`config.mk`:
```
export PLATFORM = sky130hd
export DESIGN_NAME = three_button_debouncer_with_press_guard_core
export DESIGN_NICKNAME = d
export VERILOG_FILES = /design/src/hw/rtl/tbdpg_pkg.sv /design/src/hw/rtl/tbdpg_lane.sv /design/src/hw/rtl/tbdpg_merge.sv /design/src/hw/rtl/three_button_debouncer_with_press_guard_core.sv
export SDC_FILE = /design/constraint.sdc
export NUM_CORES = 1
export LEC_CHECK = 0
export BUFFER_PORTS_ARGS = -buffer_cell sky130_fd_sc_hd__buf_4
export CAP_MARGIN = 10
export CORE_MARGIN = 8
export CORE_UTILIZATION = 30
export CTS_CLUSTER_DIAMETER = 40
export DETAILED_ROUTE_END_ITERATION = 8
export PLACE_DENSITY = 0.53
export REMOVE_ABC_BUFFERS = 1
export SLEW_MARGIN = 20
export SYNTH_ARGS = -nofsm -noshare
export SYNTH_HDL_FRONTEND = slang
export SYNTH_HIERARCHICAL = 1
export SYNTH_SLANG_ARGS = --single-unit
```
`constraint.sdc`:
```
create_clock -name clock -period 8 [get_ports clock]
set_input_delay 1.6 -clock clock [delete_from_list [all_inputs] [get_ports clock]]
set_output_delay 1.6 -clock clock [all_outputs]
set_load 0.02 [all_outputs]
```
`src/hw/rtl/tbdpg_pkg.sv`:
```
// Shared types and constants of the three-button debouncer with press guard.
package tbdpg_pkg;

   localparam int NUM_BUTTONS = 3;
   localparam int SNAP_WIDTH = 8;
   localparam int SEL_WIDTH = 3;
   localparam int TICK_WIDTH = 32;
   localparam int CSR_DATA_WIDTH = 16;
   localparam int CSR_INDEX_WIDTH = 3;

   localparam logic [CSR_DATA_WIDTH-1:0] DEBOUNCE_RESET = 16'd100;
   localparam logic [CSR_DATA_WIDTH-1:0] GUARD_RESET = 16'd300;
   localparam logic [SEL_WIDTH-1:0] SEL_FIRST_RESET = 3'd0;
   localparam logic [SEL_WIDTH-1:0] SEL_SECOND_RESET = 3'd1;
   localparam logic [SEL_WIDTH-1:0] SEL_CANCEL_RESET = 3'd2;

   typedef enum logic [CSR_INDEX_WIDTH-1:0] {
      CSR_DEBOUNCE_TICKS = 3'd0,
      CSR_GUARD_TICKS = 3'd1,
      CSR_SELECT_FIRST = 3'd2,
      CSR_SELECT_SECOND = 3'd3,
      CSR_SELECT_CANCEL = 3'd4
   } csr_index_type;

   typedef struct packed {
      logic [SNAP_WIDTH-1:0] snapshot;
      logic [TICK_WIDTH-1:0] now;
   } req_type;

   typedef struct packed {
      logic [NUM_BUTTONS-1:0] stable_buttons;
      logic [SNAP_WIDTH-1:0] stable_mask;
      logic [NUM_BUTTONS-1:0] press_events;
      logic [NUM_BUTTONS-1:0] release_events;
      logic [NUM_BUTTONS-1:0] guarded_presses;
   } rsp_type;

   typedef struct packed {
      logic stable;
      logic press;
      logic release_edge;
      logic guarded;
   } lane_out_type;

endpackage

```
`src/hw/rtl/tbdpg_lane.sv`:
```
// One debounce lane: candidate and stable levels, timers and press guard of one button.
module tbdpg_lane (
   input  logic clock,
   input  logic reset,
   input  logic accept,
   input  logic started,
   input  logic raw,
   input  logic [tbdpg_pkg::TICK_WIDTH-1:0] now,
   input  logic [tbdpg_pkg::CSR_DATA_WIDTH-1:0] debounce_ticks,
   input  logic [tbdpg_pkg::CSR_DATA_WIDTH-1:0] guard_ticks,
   output tbdpg_pkg::lane_out_type lane_out
);
   import tbdpg_pkg::*;

   logic candidate_ff, candidate_in;
   logic stable_ff, stable_in;
   logic [TICK_WIDTH-1:0] cand_time_ff, cand_time_in;
   logic [TICK_WIDTH-1:0] last_press_ff, last_press_in;
   logic [TICK_WIDTH-1:0] held_ticks;
   logic [TICK_WIDTH-1:0] since_press;
   logic press, release_edge, guarded;

   assign held_ticks = now - cand_time_ff;
   assign since_press = now - last_press_ff;

   always_comb begin
      candidate_in = candidate_ff;
      stable_in = stable_ff;
      cand_time_in = cand_time_ff;
      last_press_in = last_press_ff;
      press = 1'b0;
      release_edge = 1'b0;
      guarded = 1'b0;
      priority if (!started) begin
         candidate_in = raw;
         stable_in = raw;
         cand_time_in = now;
      end else if (raw != candidate_ff) begin
         candidate_in = raw;
         cand_time_in = now;
      end else if ((candidate_ff != stable_ff) &&
                   (held_ticks >= {{(TICK_WIDTH-CSR_DATA_WIDTH){1'b0}}, debounce_ticks})) begin
         stable_in = candidate_ff;
         if (candidate_ff) begin
            if ((last_press_ff != '0) &&
                (since_press < {{(TICK_WIDTH-CSR_DATA_WIDTH){1'b0}}, guard_ticks})) begin
               guarded = 1'b1;
            end else begin
               last_press_in = now;
               press = 1'b1;
            end
         end else begin
            release_edge = 1'b1;
         end
      end else begin
         candidate_in = candidate_ff;
      end
   end

   always_ff @(posedge clock) begin
      if (reset) begin
         candidate_ff <= 1'b0;
         stable_ff <= 1'b0;
         cand_time_ff <= '0;
         last_press_ff <= '0;
      end else if (accept) begin
         candidate_ff <= candidate_in;
         stable_ff <= stable_in;
         cand_time_ff <= cand_time_in;
         last_press_ff <= last_press_in;
      end
   end

   assign lane_out.stable = stable_in;
   assign lane_out.press = press;
   assign lane_out.release_edge = release_edge;
   assign lane_out.guarded = guarded;

endmodule

```
`src/hw/rtl/tbdpg_merge.sv`:
```
// Merge stage: gathers the lane results into one response word and holds it for the receiver.
module tbdpg_merge (
   input  logic clock,
   input  logic reset,
   input  logic accept,
   input  tbdpg_pkg::lane_out_type lane_out [tbdpg_pkg::NUM_BUTTONS],
   input  logic [tbdpg_pkg::SEL_WIDTH-1:0] sel [tbdpg_pkg::NUM_BUTTONS],
   input  logic rsp_ready,
   output logic rsp_valid,
   output tbdpg_pkg::rsp_type rsp_data
);
   import tbdpg_pkg::*;

   logic valid_ff, valid_in;
   rsp_type data_ff, data_in;

   always_comb begin
      data_in = '0;
      for (int i = 0; i < NUM_BUTTONS; i++) begin
         data_in.stable_buttons[i] = lane_out[i].stable;
         data_in.press_events[i] = lane_out[i].press;
         data_in.release_events[i] = lane_out[i].release_edge;
         data_in.guarded_presses[i] = lane_out[i].guarded;
         if (lane_out[i].stable) begin
            data_in.stable_mask[sel[i]] = 1'b1;
         end
      end
   end

   always_comb begin
      priority if (accept) begin
         valid_in = 1'b1;
      end else if (rsp_ready) begin
         valid_in = 1'b0;
      end else begin
         valid_in = valid_ff;
      end
   end

   always_ff @(posedge clock) begin
      if (reset) begin
         valid_ff <= 1'b0;
      end else begin
         valid_ff <= valid_in;
      end
   end

   always_ff @(posedge clock) begin
      if (accept) begin
         data_ff <= data_in;
      end
   end

   assign rsp_valid = valid_ff;
   assign rsp_data = data_ff;

endmodule

```
`src/hw/rtl/three_button_debouncer_with_press_guard_core.sv`:
```
// Top level of the three-button debouncer with press guard.
//
// Each request word is one sample: an 8-bit input snapshot and the current
// 32-bit tick count. Three lanes debounce the first, second and cancel
// buttons, each picked from the snapshot by its select register, and the
// merge stage packs their levels and events into one response word.
// Every request word yields exactly one response word.
// A word accepted in one cycle is offered on the response channel in the
// next. Throughput is one word per cycle while the receiver takes words;
// it is set by the lane update and the one-word output register.
// When the receiver stalls, the response word holds and req_ready drops
// until it is taken; req_ready is high whenever the output register is empty
// or being emptied in the same cycle.
// The user must write configuration through csr_write_enable, csr_index and
// csr_write_data while the block is idle; it does not enforce this. Unknown
// indexes are ignored. Synchronous reset restores the register defaults, clears
// all lane state and the started flag, and empties the output register.
module three_button_debouncer_with_press_guard_core (
   input  logic clock,
   input  logic reset,
   input  logic req_valid,
   output logic req_ready,
   input  tbdpg_pkg::req_type req_data,
   output logic rsp_valid,
   input  logic rsp_ready,
   output tbdpg_pkg::rsp_type rsp_data,
   input  logic csr_write_enable,
   input  logic [tbdpg_pkg::CSR_INDEX_WIDTH-1:0] csr_index,
   input  logic [tbdpg_pkg::CSR_DATA_WIDTH-1:0] csr_write_data
);
   import tbdpg_pkg::*;

   logic [CSR_DATA_WIDTH-1:0] debounce_ff;
   logic [CSR_DATA_WIDTH-1:0] guard_ff;
   logic [SEL_WIDTH-1:0] sel_ff [NUM_BUTTONS];
   logic started_ff;
   logic accept;
   lane_out_type lane_out [NUM_BUTTONS];

   assign req_ready = !rsp_valid || rsp_ready;
   assign accept = req_valid && req_ready;

   always_ff @(posedge clock) begin
      if (reset) begin
         debounce_ff <= DEBOUNCE_RESET;
         guard_ff <= GUARD_RESET;
         sel_ff[0] <= SEL_FIRST_RESET;
         sel_ff[1] <= SEL_SECOND_RESET;
         sel_ff[2] <= SEL_CANCEL_RESET;
      end else if (csr_write_enable) begin
         unique case (csr_index)
            CSR_DEBOUNCE_TICKS: debounce_ff <= csr_write_data;
            CSR_GUARD_TICKS: guard_ff <= csr_write_data;
            CSR_SELECT_FIRST: sel_ff[0] <= csr_write_data[SEL_WIDTH-1:0];
            CSR_SELECT_SECOND: sel_ff[1] <= csr_write_data[SEL_WIDTH-1:0];
            CSR_SELECT_CANCEL: sel_ff[2] <= csr_write_data[SEL_WIDTH-1:0];
            default: debounce_ff <= debounce_ff;
         endcase
      end
   end

   always_ff @(posedge clock) begin
      if (reset) begin
         started_ff <= 1'b0;
      end else if (accept) begin
         started_ff <= 1'b1;
      end
   end

   for (genvar i = 0; i < NUM_BUTTONS; i++) begin : g_lane
      tbdpg_lane u_lane (
         .clock(clock),
         .reset(reset),
         .accept(accept),
         .started(started_ff),
         .raw(req_data.snapshot[sel_ff[i]]),
         .now(req_data.now),
         .debounce_ticks(debounce_ff),
         .guard_ticks(guard_ff),
         .lane_out(lane_out[i])
      );
   end

   tbdpg_merge u_merge (
      .clock(clock),
      .reset(reset),
      .accept(accept),
      .lane_out(lane_out),
      .sel(sel_ff),
      .rsp_ready(rsp_ready),
      .rsp_valid(rsp_valid),
      .rsp_data(rsp_data)
   );

endmodule

```
After elaboration in Yosys (flattened, before gate mapping):

Index checks and enable logic that the tools add are counted.
W data, S select, Z words.

* input bits: 64
* logic and storage cells: 157
* flip-flop bits (word level): 261
* output and inout port bits: 22

* bitwise operators: 15
* reductions and logical operators: 34
* multiplexer cells: 47
* $lt $le $gt $ge: 12
* $add $sub $neg: 6
* equal/unequal tests: 13

Operators by type and width (count)
* $mux W32: 6
* $sub A32 B32 Y32: 6
* $ge A32 B16 Y1: 3
* $lt A32 B16 Y1: 3
* $reduce_bool A32 Y1: 3
* $mux W1: 32
* $mux W8: 3
* $reduce_and A6 Y1: 3
* $or A8 B8 Y8: 2
* $reduce_and A2 Y1: 8
* $not A1 Y1: 13
* $lt A3 B4 Y1 const B: 3
* $reduce_or A4 Y1: 3
* $logic_and A1 B1 Y1: 10
* $bmux W1 S3: 3
* $demux W1 S3: 3
* $ge A3 B1 Y1 const B: 3
* $reduce_or A3 Y1: 3
* $eq A3 B2 Y1 const B: 2
* $ne A1 B1 Y1: 6
* $ne A2 B1 Y1 const B: 3
* $eq A3 B1 Y1 const B: 1
* $eq A3 B3 Y1 const B: 1
* $logic_not A3 Y1: 1
* 3 further kinds: 3

Depth between registers and ports, before layout:

* depth after elaboration: 11
* depth in mapped cells: 25
* gate-level depth less buffers: 23

By module:

The synthesis kept the hierarchy.

By module, submodules not included
* tbdpg_lane (g_lane[2].u_lane): area each 8346.8 um2, cells each 1117, seq. area each 1321.3 um2, instances 1
* tbdpg_lane (g_lane[1].u_lane): area each 7815.0 um2, cells each 1095, seq. area each 1321.3 um2, instances 1
* tbdpg_lane (g_lane[0].u_lane): area each 7812.5 um2, cells each 1081, seq. area each 1321.3 um2, instances 1
* three_button_debouncer_with_press_guard_core: area each 1716.6 um2, cells each 189, seq. area each 840.8 um2, instances 1
* tbdpg_merge: area each 895.9 um2, cells each 55, seq. area each 620.6 um2, instances 1

Worst setup path before layout:

Ideal clock, no wire load.

* kind: input to register
* start point: input req_data[0] (netlist name)
* end point: register u_merge.data_ff, in the netlist u_merge/rsp_data[11], data pin
* arrival time: 6.248 ns
* stages on the path: 24
* setup slack: 1.487 ns
* required time: 7.735 ns
* path through: inv_1 -> ha_1 -> fa_1 -> and2b_1 -> o2111ai_1 -> a211o_1 -> nor2b_1 -> o21ai_0 -> xor2_1 -> ha_1 -> a21o_1 -> a221o_1 -> a211oi_1 -> o31ai_1 -> nor4_1 -> o211ai_1 -> nor4_1 -> and4_1 -> buf_2 -> nand2b_1 -> a22oi_1 -> buf_4 -> and4bb_1 -> or3_1

RTL lines
* start, declared: line three_button_debouncer_with_press_guard_core.sv:23 `input tbdpg_pkg::req_type req_data,`
* end signal, assigned: line tbdpg_merge.sv:50 `data_ff <= data_in;`
* end, declared: line tbdpg_merge.sv:15 `rsp_type data_ff, data_in;`

==> reports/qor.csv <==
metric,value,unit
tritoncts,built,
async_flop_share,0,
synth_top_cell_area_share,0.1815,
cts_root_buf,clkbuf_16,
status,"complete, no violations",
yosys-top-cells-count,"nand2_1, a21oi_1, inv_1",
postSynthAreaPerCell,7.517,um2
die-area,98400,um2
dr.pass1.iters,5,
yosys_warnings,6,
clk_pin_slew_worst_paths,0.05,ns
maxCapViolCount,0,
clock_sinks,261,
grt_pass1_vias,24270,
finalNetCount,3861,
core_area,88100,um2
synth_cell_types,116,
numPortBuffers,85,
worstMarginPinSlew,1.137,ns
num-fill-cells,9425,
syn_to_final_growth,12.10,%
num_rows,109,
crit_fanout,13,
ir_drop,0.1375,mV
netlist_area,26590,um2
routabilityCongestion,0.9268,
synth_area_leaders,"dfxtp_1, ha_1, nand2_1, a21oi_1, inv_1",
num_vias,25610,
cts_buffers,54,
holdBufCountCts,0,
endpoint_kind,flop,
fin_ws,1.293,ns
p_leak,11.14,nW
initial_core_util,0.3018,
post_drt_via_cell_ratio,5.414,
pwr_density_cell,173.6,nW/um2
synth_edf_count,20,
hpwl,70160,um
post_cts.repair.setup_buffers,0,
cp.arrival,7.08,ns
drtIter0Drc,2046,
num_io_pins,86,
cts_resized,0,
clk_latency,0.63,ns
slew_viol_final,0,
place_ws,0.6622,ns
ant_nets,0,
track_usage,0.1852,
hold_viol,0,
hold_path_class,flop to flop,
setup_viol,0,
startpoint_type,input port,
clockBufferDepth,3,
cp.required,8.37,ns
wirelength,94440,um
wl_per_cell,19.97,um
grt_first_pass_wirelength,144600,um
yosysMostFrequentCell,nand2_1,
post-route-period-util,0.8383,
finalSetupTns,0,ns
grt_max_degree,211,
drcViolationCount,0,
yosysSeqAreaShare,0.2041,
grt_overflow,0,
yosysTopAreaCell,dfxtp_1,
syn-instance-count,3537,
min_period,6.707,ns
fp.dieH,313.7,um
dp.cells,4621,
clock.fmax,0.1491,GHz
ys.flop_type,dfxtp_1,
antenna_found_initial,9,
ys_ff_latch,261,
die_w,313.7,um
drive_above_1_share,0.1100,
final_cells,4730,
slew_headroom,0.2409,
crit_type,input port to flop,
rsz0062_at_grt,no,
skew,0.05297,ns
h-tree-depth,2,
## worst paths after layout
kind                                     startpoint                           endpoint  slack (ns)  depth (start not counted)
setup reg to reg   g_lane[0].u_lane/cand_time_ff[0]               u_merge/rsp_data[11]        2.25                         22
hold reg to reg   g_lane[0].u_lane/cand_time_ff[17]  g_lane[0].u_lane/cand_time_ff[17]        0.45                          2
hold / removal    g_lane[0].u_lane/cand_time_ff[17]  g_lane[0].u_lane/cand_time_ff[17]        0.45                          2
setup / recovery                        req_data[1]               u_merge/rsp_data[11]        1.29                         23
## through the flow
| step | util | cell area, um2 | hold slack (ns) | power (mW) |
|---|---|---|---|---|
| 2_1_floorplan | - | 25570 | 0.4303 | 2.427 |
| 3_3_place_gp | 0.3167 | 27900 | 0.4419 | 2.891 |
| 3_5_place_dp | 0.3167 | 27900 | 0.4468 | 2.893 |
| 4_1_cts | 0.3380 | 29780 | 0.4527 | 5.220 |
| 5_1_grt | 0.3380 | 29780 | 0.4644 | 5.463 |
| 6_report | 0.3383 | 29800 | 0.4500 | 5.175 |
## per-layer routing
layer / GRT usage / part of all wire
met2: 0.2816 / 0.43
met3: 0.03139 / 0.075
met5: 0 / 0.00043
met1: 0.2600 / 0.46
met4: 0.07014 / 0.036
## state kept, by name (all words and copies together) (netlist names), 3 cells and up
name and count:
g_lane.u_lane/stable_ff 3, g_lane.u_lane/candidate_ff 3, debounce_ff 16, g_lane.u_lane/cand_time_ff 96
guard_ff 16, sel_ff 9, u_merge/rsp_data 20, g_lane.u_lane/last_press_ff 96
## critical path, stage by stage
cell	delay, ns
buf_4	0.23
inv_1	0.16
fa_1	0.48
and2b_1	0.24
o2111ai_1	0.20
a211o_1	0.37
nor2b_1	0.16
o21ai_0	0.20
xor2_1	0.17
ha_1	0.26
a21o_1	0.19
a221o_1	0.28
a211oi_1	0.23
o31ai_1	0.11
nor4_1	0.24
o211ai_1	0.13
nor4_1	0.28
and4_1	0.54
nand2b_1	0.17
a22oi_1	0.10
buf_4	0.18
and4bb_1	0.19
or3_1	0.36
## logic make-up after synthesis
family | synth area share
simple gates | 0.2525
compound gates | 0.2541
buf+inv | 0.08433
fa+ha+maj | 0.1358
flops | 0.2041
xor+xnor | 0.03788
mux | 0.03125
## where the power goes
part,internal (mW),switching [mW],total (mW),leakage [nW]
Clock,1.49,0.805,2.29,0.907
Sequential,1.37,0.0353,1.41,2.16
Combinational,0.552,0.925,1.48,8.07
Total,3.41,1.77,5.18,11.1
## cells in the final DEF, fill, tap and decap left out, types with 47 or more instances in the layout
master     synthesis  final
a21o_1            56     56
a21oi_1          373    373
buf_4             15    107
clkbuf_16          0     55
dfxtp_1          241    241
ha_1             279    279
inv_1            327    327
mux2i_1           59     59
nand2_1          509    509
nand2b_1          81     81
nand3_1           55     55
nand4_1           80     80
nor2_1           183    183
nor3_1            52     52
o21a_1            54     54
o21ai_0          143    143
o31ai_2           56     56
or2b_2            54     54
or4_1             66     66
xnor2_1           68     68
xor2_1            47     47
## cell type report
type / count / area, um2 / area share
Clock inverter: 30 / 347.8 / 0.01167
Antenna cell: 9 / 22.52 / 0.0007557
Sequential cell: 261 / 5425 / 0.1820
Clock buffer: 70 / 1533 / 0.05143
Multi-Input combinational cell: 2759 / 18950 / 0.6359
Inverter: 327 / 1227 / 0.04118
Tap cell: 1165 / 1458 / 0.04891
Timing Repair Buffer: 109 / 838.3 / 0.02813
No activity file was read; power rests on OpenSTA's default activity.
